--- src/pfm_pkg.sv ---
// ----------------------------------------------------------------------------
// pfm_pkg
// Payload types and fixed widths of the pulse frequency meter.
// ----------------------------------------------------------------------------
package pfm_pkg;

   // Request: pulse edge or measurement query
   localparam logic MODE_PULSE = 1'b0;
   localparam logic MODE_QUERY = 1'b1;

   typedef struct packed {
      logic        mode;
      logic [31:0] time_us;
   } req_type;

   typedef struct packed {
      logic [31:0] frequency_hz_q16;
      logic [48:0] distance_in_q16;
      logic [31:0] speed_mph_q16;
      logic [31:0] pulse_total;
   } rsp_type;

endpackage

--- src/pulse_frequency_meter_unit.sv ---
// ----------------------------------------------------------------------------
// pulse_frequency_meter_unit
// Ring of recent pulse times with a windowed frequency, speed and distance
// measurement on query.
// ----------------------------------------------------------------------------
// A pulse transfer is stored in the ring and gives no response. A query
// transfer walks the timestamp ring back from the newest entry, reading each
// entry through the single synchronous memory read port, passes the setup
// states S_PREP1 and S_PREP2, runs two parallel bit-serial restoring dividers
// (frequency, speed) and then loads the response register. The distance is
// kept up to date on every pulse as a quotient and remainder by 225, so it
// needs no divider. A new request is taken as soon as the unit is idle, also
// while a response still waits in the output register. The ring reads as
// zero after reset through a valid bit per entry.
module pulse_frequency_meter_unit #(
   parameter int RING_DEPTH = 16
) (
   input  logic             clock,
   input  logic             reset,
   input  logic             req_valid,
   output logic             req_ready,
   input  pfm_pkg::req_type req_data,
   output logic             rsp_valid,
   input  logic             rsp_ready,
   output pfm_pkg::rsp_type rsp_data,
   input  logic             csr_wr_en,
   input  logic [31:0]      csr_wr_data
);
   import pfm_pkg::*;

   localparam int IW    = $clog2(RING_DEPTH);
   localparam int PW    = $clog2(RING_DEPTH) + 1;
   localparam int Q_W   = 57;
   localparam int DEN_W = 44;
   localparam int REM_W = DEN_W + 1;
   localparam int CNT_W = 6;

   // Distance step per pulse: 263*65536 = 225*76604 + 68
   localparam int DIST_STEP_Q = 76604;
   localparam int DIST_STEP_R = 68;
   localparam int DIST_DIV    = 225;

   localparam logic [2:0] S_IDLE  = 3'd0;
   localparam logic [2:0] S_READ  = 3'd1;
   localparam logic [2:0] S_EVAL  = 3'd2;
   localparam logic [2:0] S_PREP1 = 3'd3;
   localparam logic [2:0] S_PREP2 = 3'd4;
   localparam logic [2:0] S_DIV   = 3'd5;
   localparam logic [2:0] S_OUT   = 3'd6;

   localparam logic [IW-1:0] LAST_SLOT = IW'(RING_DEPTH - 1);

   // One restoring division step: returns {remainder, quotient}
   function automatic logic [REM_W+Q_W-1:0] div_step(
      input logic [REM_W-1:0] rem,
      input logic [Q_W-1:0]   quo,
      input logic [DEN_W-1:0] den
   );
      logic [REM_W-1:0] r;
      logic             qb;
      r  = {rem[REM_W-2:0], quo[Q_W-1]};
      qb = (r >= {1'b0, den});
      if (qb) begin
         r = r - {1'b0, den};
      end
      return {r, quo[Q_W-2:0], qb};
   endfunction

   // State
   logic [2:0]       state_ff, state_in;
   logic [31:0]      window_ff;
   logic [IW-1:0]    wslot_ff;
   logic [31:0]      count_ff;
   logic [48:0]      dist_ff;
   logic [7:0]       dist_rem_ff;
   logic [RING_DEPTH-1:0] vld_ff;
   logic [31:0]      mem [RING_DEPTH];
   logic [31:0]      rd_ff;
   logic             rv_ff;

   // Walk
   logic [IW-1:0]    idx_ff;
   logic [PW-1:0]    passed_ff;
   logic [31:0]      now_ff, newest_ff, oldest_ff;

   // Arithmetic
   logic             zero_ff;
   logic [Q_W-1:0]   qf_ff, qs_ff;
   logic [REM_W-1:0] rf_ff, rs_ff;
   logic [DEN_W-1:0] den_s_ff, den_f_ff;
   logic [CNT_W-1:0] cnt_ff;

   logic             rsp_valid_ff;
   rsp_type          rsp_ff;

   logic             req_xfer, rsp_xfer;
   logic [31:0]      t_rd;
   logic [PW-1:0]    n_cnt;
   logic [27:0]      n_mega;
   logic [31:0]      span;
   logic [8:0]       dist_sum;
   logic             dist_carry;
   logic [REM_W+Q_W-1:0] sf, ss;

   assign req_ready = (state_ff == S_IDLE);
   assign req_xfer  = req_valid && req_ready;
   assign rsp_xfer  = rsp_valid_ff && rsp_ready;
   assign rsp_valid = rsp_valid_ff;
   assign rsp_data  = rsp_ff;

   assign t_rd   = rv_ff ? rd_ff : 32'd0;
   assign n_cnt  = passed_ff - PW'(1);
   assign n_mega = 28'(n_cnt) * 28'd1000000;
   assign span   = newest_ff - oldest_ff;

   assign dist_sum   = {1'b0, dist_rem_ff} + 9'(DIST_STEP_R);
   assign dist_carry = (dist_sum >= 9'(DIST_DIV));

   assign sf = div_step(rf_ff, qf_ff, den_f_ff);
   assign ss = div_step(rs_ff, qs_ff, den_s_ff);

   // Timestamp ring and its synchronous read port
   always_ff @(posedge clock) begin
      if (req_xfer && req_data.mode == MODE_PULSE) begin
         mem[wslot_ff] <= req_data.time_us;
      end
      rd_ff <= mem[idx_ff];
   end

   // Valid bits, write slot, counter, distance, window register
   always_ff @(posedge clock) begin
      if (reset) begin
         vld_ff      <= '0;
         wslot_ff    <= '0;
         count_ff    <= '0;
         dist_ff     <= '0;
         dist_rem_ff <= '0;
         window_ff   <= 32'd1000000;
         rv_ff       <= 1'b0;
      end else begin
         rv_ff <= vld_ff[idx_ff];
         if (csr_wr_en) begin
            window_ff <= csr_wr_data;
         end
         if (req_xfer && req_data.mode == MODE_PULSE) begin
            vld_ff[wslot_ff] <= 1'b1;
            wslot_ff <= (wslot_ff == LAST_SLOT) ? '0 : wslot_ff + IW'(1);
            count_ff <= count_ff + 32'd1;
            // Counter wraps to zero, distance restarts with it
            if (count_ff == '1) begin
               dist_ff     <= '0;
               dist_rem_ff <= '0;
            end else begin
               dist_ff     <= dist_ff + 49'(DIST_STEP_Q) + 49'(dist_carry);
               dist_rem_ff <= dist_carry ? 8'(dist_sum - 9'(DIST_DIV)) : dist_sum[7:0];
            end
         end
      end
   end

   // Sequencer next state
   always_comb begin
      state_in = state_ff;
      unique case (state_ff)
         S_IDLE: begin
            if (req_xfer && req_data.mode == MODE_QUERY) begin
               state_in = S_READ;
            end
         end
         S_READ:  state_in = (idx_ff == wslot_ff) ? S_PREP1 : S_EVAL;
         S_EVAL: begin
            if (t_rd == 32'd0 || (now_ff - t_rd) > window_ff) begin
               state_in = S_PREP1;
            end else begin
               state_in = S_READ;
            end
         end
         S_PREP1: state_in = S_PREP2;
         S_PREP2: state_in = S_DIV;
         S_DIV:   state_in = (cnt_ff == '0) ? S_OUT : S_DIV;
         S_OUT:   state_in = (!rsp_valid_ff || rsp_ready) ? S_IDLE : S_OUT;
         default: state_in = S_IDLE;
      endcase
   end

   always_ff @(posedge clock) begin
      if (reset) begin
         state_ff     <= S_IDLE;
         rsp_valid_ff <= 1'b0;
      end else begin
         state_ff <= state_in;
         if (state_ff == S_OUT && (!rsp_valid_ff || rsp_ready)) begin
            rsp_valid_ff <= 1'b1;
         end else if (rsp_xfer) begin
            rsp_valid_ff <= 1'b0;
         end
      end
   end

   // Walk, setup and divider datapath
   always_ff @(posedge clock) begin
      unique case (state_ff)
         S_IDLE: begin
            now_ff    <= req_data.time_us;
            passed_ff <= '0;
            idx_ff    <= (wslot_ff == '0) ? LAST_SLOT : wslot_ff - IW'(1);
         end
         S_EVAL: begin
            if (!(t_rd == 32'd0 || (now_ff - t_rd) > window_ff)) begin
               if (passed_ff == '0) begin
                  newest_ff <= t_rd;
               end
               oldest_ff <= t_rd;
               passed_ff <= passed_ff + PW'(1);
               idx_ff    <= (idx_ff == '0) ? LAST_SLOT : idx_ff - IW'(1);
            end
         end
         S_PREP1: begin
            zero_ff  <= (passed_ff < PW'(2)) || (span == 32'd0);
            qf_ff    <= Q_W'({n_mega, 16'd0});
            den_f_ff <= DEN_W'(span);
            den_s_ff <= DEN_W'(span) * DEN_W'(1503);
         end
         S_PREP2: begin
            qs_ff  <= Q_W'(qf_ff * Q_W'(100));
            rf_ff  <= '0;
            rs_ff  <= '0;
            cnt_ff <= CNT_W'(Q_W - 1);
         end
         S_DIV: begin
            {rf_ff, qf_ff} <= sf;
            {rs_ff, qs_ff} <= ss;
            cnt_ff <= cnt_ff - CNT_W'(1);
         end
         S_OUT: begin
            if (!rsp_valid_ff || rsp_ready) begin
               rsp_ff.pulse_total     <= count_ff;
               rsp_ff.distance_in_q16 <= dist_ff;
               if (zero_ff) begin
                  rsp_ff.frequency_hz_q16 <= '0;
                  rsp_ff.speed_mph_q16    <= '0;
               end else begin
                  rsp_ff.frequency_hz_q16 <= (qf_ff[Q_W-1:32] != '0) ? '1 : qf_ff[31:0];
                  rsp_ff.speed_mph_q16    <= (qs_ff[Q_W-1:32] != '0) ? '1 : qs_ff[31:0];
               end
            end
         end
         default: begin
         end
      endcase
   end

endmodule

--- config.mk ---
export PLATFORM = sky130hd
export DESIGN_NAME = pulse_frequency_meter_unit
export DESIGN_NICKNAME = d
export VERILOG_FILES = /design/src/pfm_pkg.sv /design/src/pulse_frequency_meter_unit.sv
export SDC_FILE = /design/constraint.sdc
export NUM_CORES = 2
export LEC_CHECK = 0
export BUFFER_PORTS_ARGS = -buffer_cell sky130_fd_sc_hd__buf_4
export CAP_MARGIN = 20
export CORE_ASPECT_RATIO = 0.8
export CORE_UTILIZATION = 40
export DETAILED_ROUTE_END_ITERATION = 6
export PLACE_DENSITY = 0.6
export SKIP_CTS_REPAIR_TIMING = 1
export SLEW_MARGIN = 40
export SYNTH_ARGS = -nofsm -noshare
export SYNTH_HDL_FRONTEND = slang
export SYNTH_SLANG_ARGS = --single-unit
--- constraint.sdc ---
create_clock -name clock -period 15.2 [get_ports clock]
set_clock_uncertainty 0.05 [all_clocks]
set_input_delay 0.76 -clock clock [delete_from_list [all_inputs] [get_ports clock]]
set_output_delay 0.76 -clock clock [all_outputs]
set_load 0.03 [all_outputs]
Word-level counts from Yosys, hierarchy flattened
Memories as Yosys holds them, arrays and structs flattened. A register that Yosys moved wholly into a read port is not among the register bits.
Cells that the tools add are included.
W data, S select, Z words.
{ "word_totals": {"register_bits": 680, "latch_bits": 0, "ram_bits": 512, "mem_bits_ro": 0, "input_bits": 70, "wordCells": 128, "n_memories": 1} }
{ "mem_list": {"columns": ["name", "words", "width", "read_ports", "rd_ports_with_merged_regs", "wr", "line_no", "text"], "rows": [
  ["mem", 16, 32, 1, 1, 1, "pulse_frequency_meter_unit.sv:77", "logic [31:0] mem [RING_DEPTH];"]
]} }
{ "classes": {"n_addsub": 15, "mul": 3, "div": 0, "order_cmp": 8, "eq_ne": 11, "n_shift": 0, "n_mux": 34, "bitwise_logic": 3, "reduce_logical": 27} }
{ "op_table": {"columns": ["op", "n"], "rows": [
  ["$pmux W57 S2", 2],
  ["$pmux W44 S2", 2],
  ["$mux W32", 3],
  ["$mux W44", 2],
  ["$logic_not A32 Y1", 2],
  ["$sub A32 B32 Y32", 2],
  ["$mul A57 B5 Y55 const B", 1],
  ["$reduce_bool A25 Y1", 2],
  ["$add A49 B1 Y49", 1],
  ["$add A49 B17 Y49 const B", 1],
  ["$mux W49", 1],
  ["$ge A45 B32 Y1", 1],
  ["$ge A45 B43 Y1", 1],
  ["$sub A44 B32 Y44", 1],
  ["$sub A44 B43 Y44", 1],
  ["$mul A32 B11 Y43 const B", 1],
  ["$add A32 B1 Y32 const B", 1],
  ["$eq A32 B32 Y1 const B", 1],
  ["$gt A32 B32 Y1", 1],
  ["$pmux W3 S7", 1],
  ["$mul A5 B14 Y19 const B", 1],
  ["$mux W4", 4],
  ["$mux W8", 2],
  ["$or A16 B16 Y16", 1],
  ["38 further kinds", 65]
]} }

Depth between registers and ports, before layout
{ "depth": {"word_depth": 6, "depth_mapped": 33, "mapped_depth_nobuf": 33} }

Least setup slack after synthesis
Ideal clock, no wire load.
{ "synth_timing": {"path_type": "input port to flip-flop", "from": "input rsp_ready", "to": "register rsp_ff, in the netlist rsp_data[0] (enable)", "setup_time_ns": 0.857, "arrival_ns": 11.397, "required_time_ns": 14.293, "path_slack_ns": 2.897, "path_stages": 2, "path_buffers": 0, "cell_sequence": "nand2b_1 -> nor3b_1"} }
{ "synth_between": {"elab_chain_cells": 2} }
{ "synth_lines": {"columns": ["element", "line_no", "text"], "rows": [
  ["from (decl)", "pulse_frequency_meter_unit.sv:24", "input logic rsp_ready,"],
  ["$logic_or A1 B1 Y1", "pulse_frequency_meter_unit.sv:236", "if (!rsp_valid_ff || rsp_ready) begin"],
  ["$reduce_and A2 Y1 (no source line)", null, null],
  ["to (decl)", "pulse_frequency_meter_unit.sv:94", "rsp_type rsp_ff;"]
]} }
No other way between the ends.
A chain may end at the register's enable or synchronous reset.

Worst setup path in the final report
{ "layout_timing": {"from": "register newest_ff[0]", "to": "register den_s_ff[40] (data pin)"} }
{ "layout_between": {"elab_chain_cells": 2} }
{ "layout_lines": {"columns": ["element", "line_no", "text"], "rows": [
  ["from (decl)", "pulse_frequency_meter_unit.sv:84", "logic [31:0] now_ff, newest_ff, oldest_ff;"],
  ["from (signal assigned)", "pulse_frequency_meter_unit.sv:211", "newest_ff <= t_rd;"],
  ["$sub A32 B32 Y32", "pulse_frequency_meter_unit.sv:114", "assign span = newest_ff - oldest_ff;"],
  ["named net span[12]", "pulse_frequency_meter_unit.sv:100", "logic [31:0] span;"],
  ["$mul A32 B11 Y43", "pulse_frequency_meter_unit.sv:222", "den_s_ff <= DEN_W'(span) * DEN_W'(1503);"],
  ["to (signal assigned)", "pulse_frequency_meter_unit.sv:222", null],
  ["to (decl)", "pulse_frequency_meter_unit.sv:90", "logic [DEN_W-1:0] den_s_ff, den_f_ff;"]
]} }
The timed path passes the listed nets, and every way through them passes these cells.

==> results.sh <==
export IMPL_status="finished, final reports clean"
export IMPL_tns_ns=0
export IMPL_cts_sinks=1223
export IMPL_hold_end="window_ff[14]$_SDFFE_PP1P_"
export IMPL_synth_seq_area_share_pct=49.9
export IMPL_ant_nets=0
export IMPL_clk_latency_ns=0.80
export IMPL_synth_simple_area_share_pct=9.10
export IMPL_fin_crit_ns=8.75
export IMPL_grt_pass1_vias=43649
export IMPL_cts_tree="yes"
export IMPL_min_path_cells=3
export IMPL_track_usage_pct=18.1
export IMPL_final_layout_size_suffix_gt1_share_pct=12.1
export IMPL_final_common_cell="edfxtp_1"
export IMPL_cts_buffer_depth=3
export IMPL_avgSynthCellArea_sq_um=11.9
export IMPL_num_io_pins=217
export IMPL_cp_start_kind="flop"
export IMPL_crit_path_max_incr_delay_ns=0.58
export IMPL_fmax_ghz=0.114
export IMPL_ff2ff_path_depth=30
export IMPL_hold_slack_ns=0.139
export IMPL_p_per_area_nw_per_um2=102
export IMPL_async_flop_share_pct=0
export IMPL_synth_flop_cell="edfxtp_1"
export IMPL_cp_end_kind="flop"
export IMPL_netSwitchingPower_w=0.00204
export IMPL_leakage_nw=32.8
export IMPL_cp_max_fo=7
export IMPL_rows=136
export IMPL_synth_fa_ha_area_share_pct=16.1
export IMPL_syn_nets=6729
export IMPL_synth_compound_area_share_pct=8.72
export IMPL_gr_total_overflow=0
export IMPL_worstReg2RegStart="newest_ff[0]$_DFFE_PP_"
export IMPL_comb_power_share_pct=12.2
export IMPL_layout_common_cells="edfxtp_1, inv_1, nor2_1"
export IMPL_route_detailed_drc=0
export IMPL_synth_xor_area_share_pct=4.44
export IMPL_seq_area_sq_um=34900
export IMPL_cts_buffers=133
export IMPL_die_height_microns=376
export IMPL_tightest_slew_ns=0.859
export IMPL_synth_top_family_by_area="adder cells"
export IMPL_synth_cell_type_count=104
export IMPL_finalCritPeriodShare_pct=57.6
export IMPL_multi_input_area_sq_um=31500
export IMPL_relSlewSlack_pct=42.7
export IMPL_dp_hpwl_microns=113000
export IMPL_critPathBufInv=5
export IMPL_rsz0062_at_grt="false"
export IMPL_fillers=15668
export IMPL_critPathArrivalTime_ns=9.20
export IMPL_worst_path_max_delay_cell="xor2_1"
export IMPL_wl_per_cell_microns=18.9
export IMPL_antenna_found_initial=14
export IMPL_final_hold_violation_count=0
export IMPL_initial_core_util_pct=40.5
export IMPL_crit_required_ns=15.65
export IMPL_final_nets=6964
export IMPL_ys_warn_count=0
export IMPL_hp_class="in -> reg"
export IMPL_synth_seq_cells=1223
export IMPL_crit_family="adder cells"
export IMPL_reg2reg_slack_ns=6.45
export IMPL_drtPass1Iterations=6
export IMPL_die_width_microns=470
export IMPL_r2r_end="den_s_ff[40]$_DFFE_PP_"
export IMPL_hp_start="csr_wr_data[14]"
export IMPL_synth_area_mux_share_pct=6.19
export IMPL_synth_largest_area_cell="edfxtp_1"
export IMPL_seqPwrFrac_pct=46.3
export IMPL_postSynthCellCount=5896
export IMPL_grt_max_degree=143
export IMPL_coreArea_sq_um=173000
export IMPL_p_int_w=0.00608
export IMPL_p_sw_share_pct=25.1
export IMPL_h_tree_depth=4
export IMPL_place_congestion=0.882
export IMPL_p_clk_share_pct=41.5
export IMPL_via_per_inst=5.17
export IMPL_synth_top_cells_by_area="edfxtp_1, ha_1, fa_1"
export IMPL_worstSetupPathType="reg -> reg"
export IMPL_setup_viol=0
export IMPL_synth_top_cell_area_share_pct=44.8
export IMPL_cts_root_buf="clkbuf_16"
export IMPL_io_buffers=216
export IMPL_clkTransAtPathRegs_ns=0.06
export IMPL_finalMaxSlewViolations=0
export IMPL_initialDrtViolationCount=3215
export IMPL_grt_pass1_wl_microns=252000
export IMPL_syn_to_final_growth_pct=13.2
export IMPL_vias=44046
export IMPL_synth_area_sq_um=70100
export IMPL_synth_edf_count=1045
export IMPL_design_die_area_sq_um=177000
export IMPL_cap_viol_max_count=0
export IMPL_ir_drop_mv=0.167
export IMPL_totalWireLength_microns=161000
[metrics by stage]
step	setup slack, ns	utilization [%]	std cells	power (W)	area [sq um]
floorplan	2.90	-	5896	0.00456	70100
global placement	6.51	43.1	8270	0.00480	74500
detailed placement	6.45	43.2	8272	0.00481	74600
CTS	6.42	45.8	8519	0.00821	79200
global route	5.85	45.9	8521	0.00845	79300
finish	6.45	45.9	8522	0.00812	79300
[worst max path at each step]
stage	start	end	slack, ns	cells past startpoint
2_1_floorplan	rsp_ready	rsp_data[0]$_DFFE_PP_	2.90	2
3_3_place_gp	newest_ff[0]$_DFFE_PP_	den_s_ff[40]$_DFFE_PP_	6.51	31
3_5_place_dp	newest_ff[0]$_DFFE_PP_	den_s_ff[40]$_DFFE_PP_	6.45	30
4_1_cts	newest_ff[0]$_DFFE_PP_	den_s_ff[40]$_DFFE_PP_	6.42	30
5_1_grt	newest_ff[0]$_DFFE_PP_	den_s_ff[40]$_DFFE_PP_	5.85	30
6_report	newest_ff[0]$_DFFE_PP_	den_s_ff[40]$_DFFE_PP_	6.45	30
[worst register-to-register path: cells and delay by family, from the launching register on]
family	cells	cell delay (ns)
compound gates	13	3.11
xor+xnor	2	0.86
fa+ha+maj	8	3.32
buf+inv	5	0.54
flops	1	0.35
mux	1	0.20
simple gates	1	0.08
[cell families after synthesis]
| group | after synthesis |
|---|---|
| compound gates | 937 |
| xor+xnor | 350 |
| fa+ha+maj | 763 |
| buf+inv | 1021 |
| flops | 1223 |
| mux | 227 |
| simple gates | 1375 |
[flip-flops by register name, indices dropped and copies added (netlist names), 42 cells and up]
register / cells
mem: 512
dist_ff: 49
den_s_ff: 42
rsp_data: 145
rs_ff: 44
qf_ff: 57
qs_ff: 57
rf_ff: 44
[layer usage]
metal	global-route usage, %	up-vias	wire (microns)
met5	0	-	69
met4	5.69	12	4360
met3	2.86	239	8150
met2	27.8	918	71400
met1	26.1	21603	76900
li1	-	21274	-
[cell usage after synthesis (33+ instances only)]
master       n
edfxtp_1  1045
inv_1      841
nor2_1     561
ha_1       529
a21oi_1    315
nand2_1    277
fa_1       234
xnor2_1    189
dfxtp_1    178
mux4_2     165
o21ai_0    162
xor2_1     156
clkbuf_1   138
a21o_1     134
nor3_1      98
nand3_1     97
mux2i_1     61
nand4_1     61
and3_1      48
nor2b_1     46
o21a_1      43
nand2b_1    38
o21bai_1    33
[power groups by stage]
stage	registers [W]	clock network [W]	logic, W
finish	0.00376	0.00337	0.000987
global route	0.00377	0.00358	0.00110
CTS	0.00376	0.00346	0.000987
detailed placement	0.00383	0	0.000976
global placement	0.00383	0	0.000964
floorplan	0.00380	0	0.000751
[final cells by class]
type / count / share of cell area (%)
Tap cell: 2277 / 3.59
Clock inverter: 79 / 1.30
Antenna cell: 2 / 0.00631
Inverter: 845 / 4.00
Sequential cell: 1223 / 44.1
Multi-Input combinational cell: 3652 / 39.8
Timing Repair Buffer: 276 / 2.76
Clock buffer: 168 / 4.50
Note: power is estimated with default switching activity, not from simulation.
